<file path="config.mk">
export PLATFORM = sky130hd
export DESIGN_NAME = hrsp_alu
export DESIGN_NICKNAME = d
export VERILOG_FILES = /design/src/hrsp_pkg.sv /design/src/hrsp_alu.sv
export SDC_FILE = /design/constraint.sdc
export NUM_CORES = 1
export LEC_CHECK = 0
export BUFFER_PORTS_ARGS = -buffer_cell sky130_fd_sc_hd__buf_2
export CAP_MARGIN = 20
export CORE_UTILIZATION = 27
export DETAILED_ROUTE_END_ITERATION = 12
export GPL_TIMING_DRIVEN = 0
export PLACE_DENSITY = 0.61
export SKIP_LAST_GASP = 1
export SLEW_MARGIN = 0
export SYNTH_ARGS = -nofsm -noshare
export SYNTH_HDL_FRONTEND = slang
export SYNTH_SLANG_ARGS = --single-unit
</file>
<file path="constraint.sdc">
create_clock -name vclk -period 7.62
set_input_delay 1.143 -clock vclk [all_inputs]
set_output_delay 1.143 -clock vclk [all_outputs]
set_load 0.01 [all_outputs]
</file>
<file path="src/hrsp_pkg.sv">
// ----------------------------------------------------------------------------
// hrsp_pkg
// Shared types and constants of the hybrid region / stride / next-line
// prefetcher.
// ----------------------------------------------------------------------------
package hrsp_pkg;

    localparam int ADDR_W            = 64;
    localparam int TABLE_ENTRIES     = 256;
    localparam int REGION_BITS       = 12;
    localparam int LINE_BITS         = 6;
    localparam int REGION_LINES      = 4;
    localparam int STRIDE_LIMIT_BITS = 20;

    localparam logic [1:0] KIND_REGION = 2'd0;
    localparam logic [1:0] KIND_STRIDE = 2'd1;
    localparam logic [1:0] KIND_NEXT   = 2'd2;

    typedef struct packed {
        logic [ADDR_W-1:0] access_addr;
        logic [ADDR_W-1:0] instr_ptr;
    } t_access;

    typedef struct packed {
        logic [ADDR_W-1:0] pf_addr;
        logic [1:0]        prefetch_kind;
        logic              last_of_run;
    } t_prefetch;

endpackage

</file>
<file path="src/hrsp_alu.sv">
// ----------------------------------------------------------------------------
// hrsp_alu
// Shared 64-bit adder/subtractor used by every address computation.
// ----------------------------------------------------------------------------
module hrsp_alu (
    input  logic [hrsp_pkg::ADDR_W-1:0] i_a,
    input  logic [hrsp_pkg::ADDR_W-1:0] i_b,
    input  logic                        i_sub,
    output logic [hrsp_pkg::ADDR_W-1:0] o_sum
);
    import hrsp_pkg::*;

    assign o_sum = i_sub ? (i_a - i_b) : (i_a + i_b);

endmodule

</file>
==> results.json <==
{
  "dieHeight_um": 141,
  "syn-instance-count": 800,
  "vias": 6584,
  "ys_warn_count": 0,
  "grt_max_degree": 11,
  "cp-start-kind": "primary input",
  "post-place-ws_ns": -0.184,
  "whs_path_depth": 4,
  "dp_hpwl_mm": 17.4,
  "finalWorstSetupSlack_ns": 0.304,
  "sw_frac_of_total_pct": 59.4,
  "p_clk_share_pct": 0,
  "cap_violations": 0,
  "p_seq_share_pct": 0,
  "tightest_slew_ns": 0.804,
  "gr-usage-all-layers_pct": 19.1,
  "whs_endpoint": "o_sum[0]",
  "synth_top_area_share_pct": 15.5,
  "drtAntennaViolNets": 0,
  "final_max_slew_viol_count": 0,
  "drc": 0,
  "period_minus_slack_ns": 7.32,
  "finalPower_mw": 0.820,
  "clock_buffers": 0,
  "p_per_area_nw_per_um2": 126,
  "vias_per_cell": 5.34,
  "cp.required_ns": 6.48,
  "syn_area_um2": 5200,
  "avgSynthCellArea_um2": 6.50,
  "relSlewSlack_pct": 45.7,
  "switchingPower_mw": 0.487,
  "outcome": "completed",
  "die_w_um": 141,
  "timing_hold_violations_final": 0,
  "worstHoldStart": "i_b[0]",
  "layoutNonFillerInstCount": 1234,
  "avgRoutedWirePerCell_um": 16.3,
  "end_kind": "primary output",
  "initial_utilization_pct": 27.7,
  "synthDistinctLibCells": 59,
  "regArea_um2": 0,
  "syn-num-nets": 994,
  "rows": 50,
  "ctsHoldBuffers": 0,
  "port_buffers": 192,
  "p_leak_nw": 2.88,
  "min_path_type": "primary input to primary output",
  "finalSetupTns_ns": 0,
  "dr.pass1.iters": 5,
  "whs_ns": 2.65,
  "place.gp.congestion": 0.939,
  "place_area_um2": 6460,
  "setup_viol": 0,
  "routed_wl_mm": 20.2,
  "placed_cells": 1226,
  "cp_max_fo": 8,
  "rsz0062_at_grt": "true",
  "synth_top_area_cell": "xnor2_1",
  "combPwrFrac_pct": 100.0,
  "num-nets-final": 1188,
  "critical_path_class": "primary input to primary output",
  "finalCritPeriodShare_pct": 96.0,
  "antenna_found_initial": 9,
  "core-area_um2": 18800,
  "cp.arrival_ns": 6.17,
  "flops_and_latches": 0,
  "drt_iter0_drc": 279,
  "grt_pass1_vias": 6022,
  "grt_first_pass_wirelength_mm": 30.5,
  "die_area_um2": 19800,
  "drive_above_1_share_pct": 21.4,
  "p_int_mw": 0.333,
  "grt_overflow": 0,
  "synth_area_leaders": "xnor2_1 (15%), ha_1 (15%), a21oi_1 (9.6%), nor2_1 (6.1%), xor2_1 (5.2%)",
  "seq_area_frac_synth_pct": 0,
  "design_area_um2": 6520,
  "syn_to_final_growth_pct": 25.3,
  "irDropWorstVdd_uv": 56.8,
  "fmax_ghz": 0.137,
  "ioPinCount": 193,
  "final_util_pct": 34.7
}
## routing by layer
metal  GRT usage [%]  up-vias  wire length, µm
met5               0        -               22
met4            4.35        4              461
met3            1.94       26             1320
met2            32.9      249             9320
met1            25.6     2984             9040
li1                -     3321                -
## cell families (layout without fill, tap and decap cells)
| family | Yosys count | count (layout) | share of synthesized area (%) |
|---|---|---|---|
| buf+inv | 65 | 257 | 4.83 |
| fa+ha+maj | 65 | 65 | 15.8 |
| compound gates | 259 | 259 | 31.5 |
| simple gates | 286 | 286 | 26.8 |
| other cells | 0 | 8 | 0 |
| xor+xnor | 123 | 123 | 20.7 |
| mux | 2 | 2 | 0.385 |
## worst max-delay path by stage
stage	startpoint	end	slack, ns	cells past startpoint
after floorplan	i_b[15]	o_sum[62]	1.37	18
after global placement	i_b[5]	o_sum[63]	-0.05	19
after CTS	i_b[5]	o_sum[60]	0.14	21
after global routing	i_b[5]	o_sum[60]	-0.02	21
after detailed placement	i_b[5]	o_sum[63]	-0.18	19
final	i_b[5]	o_sum[60]	0.30	21
## critical path, cell delays in order
cell	delay [ns]
buf_2	0.12
or3_1	0.47
nor4_4	0.35
and2_1	0.17
clkbuf_1	0.30
and2_1	0.36
nor2b_1	0.26
a21oi_1	0.13
xnor2_1	0.26
ha_1	0.28
clkbuf_1	0.20
a21oi_1	0.30
o211ai_1	0.12
a2bb2oi_1	0.31
nor2_1	0.08
o21ai_0	0.21
a21o_1	0.28
a2111oi_0	0.13
or3_1	0.38
xor2_1	0.17
buf_2	0.16
## cells in the mapped netlist (all sizes together), types with 2 or more instances
cell	instances
or3	9
mux2i	2
nor4	15
inv	33
clkbuf	28
and2	11
nor3	30
a2111oi	4
o41ai	3
a31oi	21
o211ai	11
or2	3
buf	4
nand2b	8
o31a	3
xor2	31
o221ai	2
or4	4
o21a	12
o21ai	39
nand2	70
a21oi	100
nor2b	5
nand4	18
nor3b	5
nor2	85
and3	6
a211oi	3
o21bai	14
xnor2	92
a21o	25
nand3	16
a41oi	5
ha	64
o31ai	4
## layout make-up
cell class	instances	area, µm²
Buffer	32	128
Inverter	33	124
Fill cell	2113	12200
Multi-Input combinational cell	735	4990
Timing Repair Buffer	192	961
Antenna cell	8	20.0
Tap cell	234	293
## power groups by stage
stage	logic, mW	registers [mW]	clock network, mW
3_3_place_gp	0.808	0	0
5_1_grt	0.900	0	0.000000105
2_1_floorplan	0.534	0	0
3_5_place_dp	0.809	0	0
4_1_cts	0.814	0	0
6_report	0.820	0	0.000000140
## what timing repair did
action | in CTS | in global routing
buffers inserted | 0 | 0
resized for setup | 1 | 7
endpoints found under the setup margin | 2 | 12
gates cloned | 0 | 0
pin swaps | 0 | 0
## layout by cell type, fill, tap and decap left out, drive strengths merged, types with 2 or more instances in the layout
cell	count
and2	11
o211ai	11
mux2i	2
o31ai	4
nor3b	5
a211oi	3
clkbuf	28
xnor2	92
o21bai	14
a2111oi	4
o21ai	39
xor2	31
buf	196
inv	33
o21a	12
or2	3
o31a	3
nand2b	8
ha	64
or3	9
and3	6
nor2	85
a21oi	100
nor3	30
nand4	18
nand2	70
or4	4
a31oi	21
o221ai	2
a21o	25
nor2b	5
diode	8
o41ai	3
nand3	16
a41oi	5
nor4	15
Power figures use the tool's default switching activity.
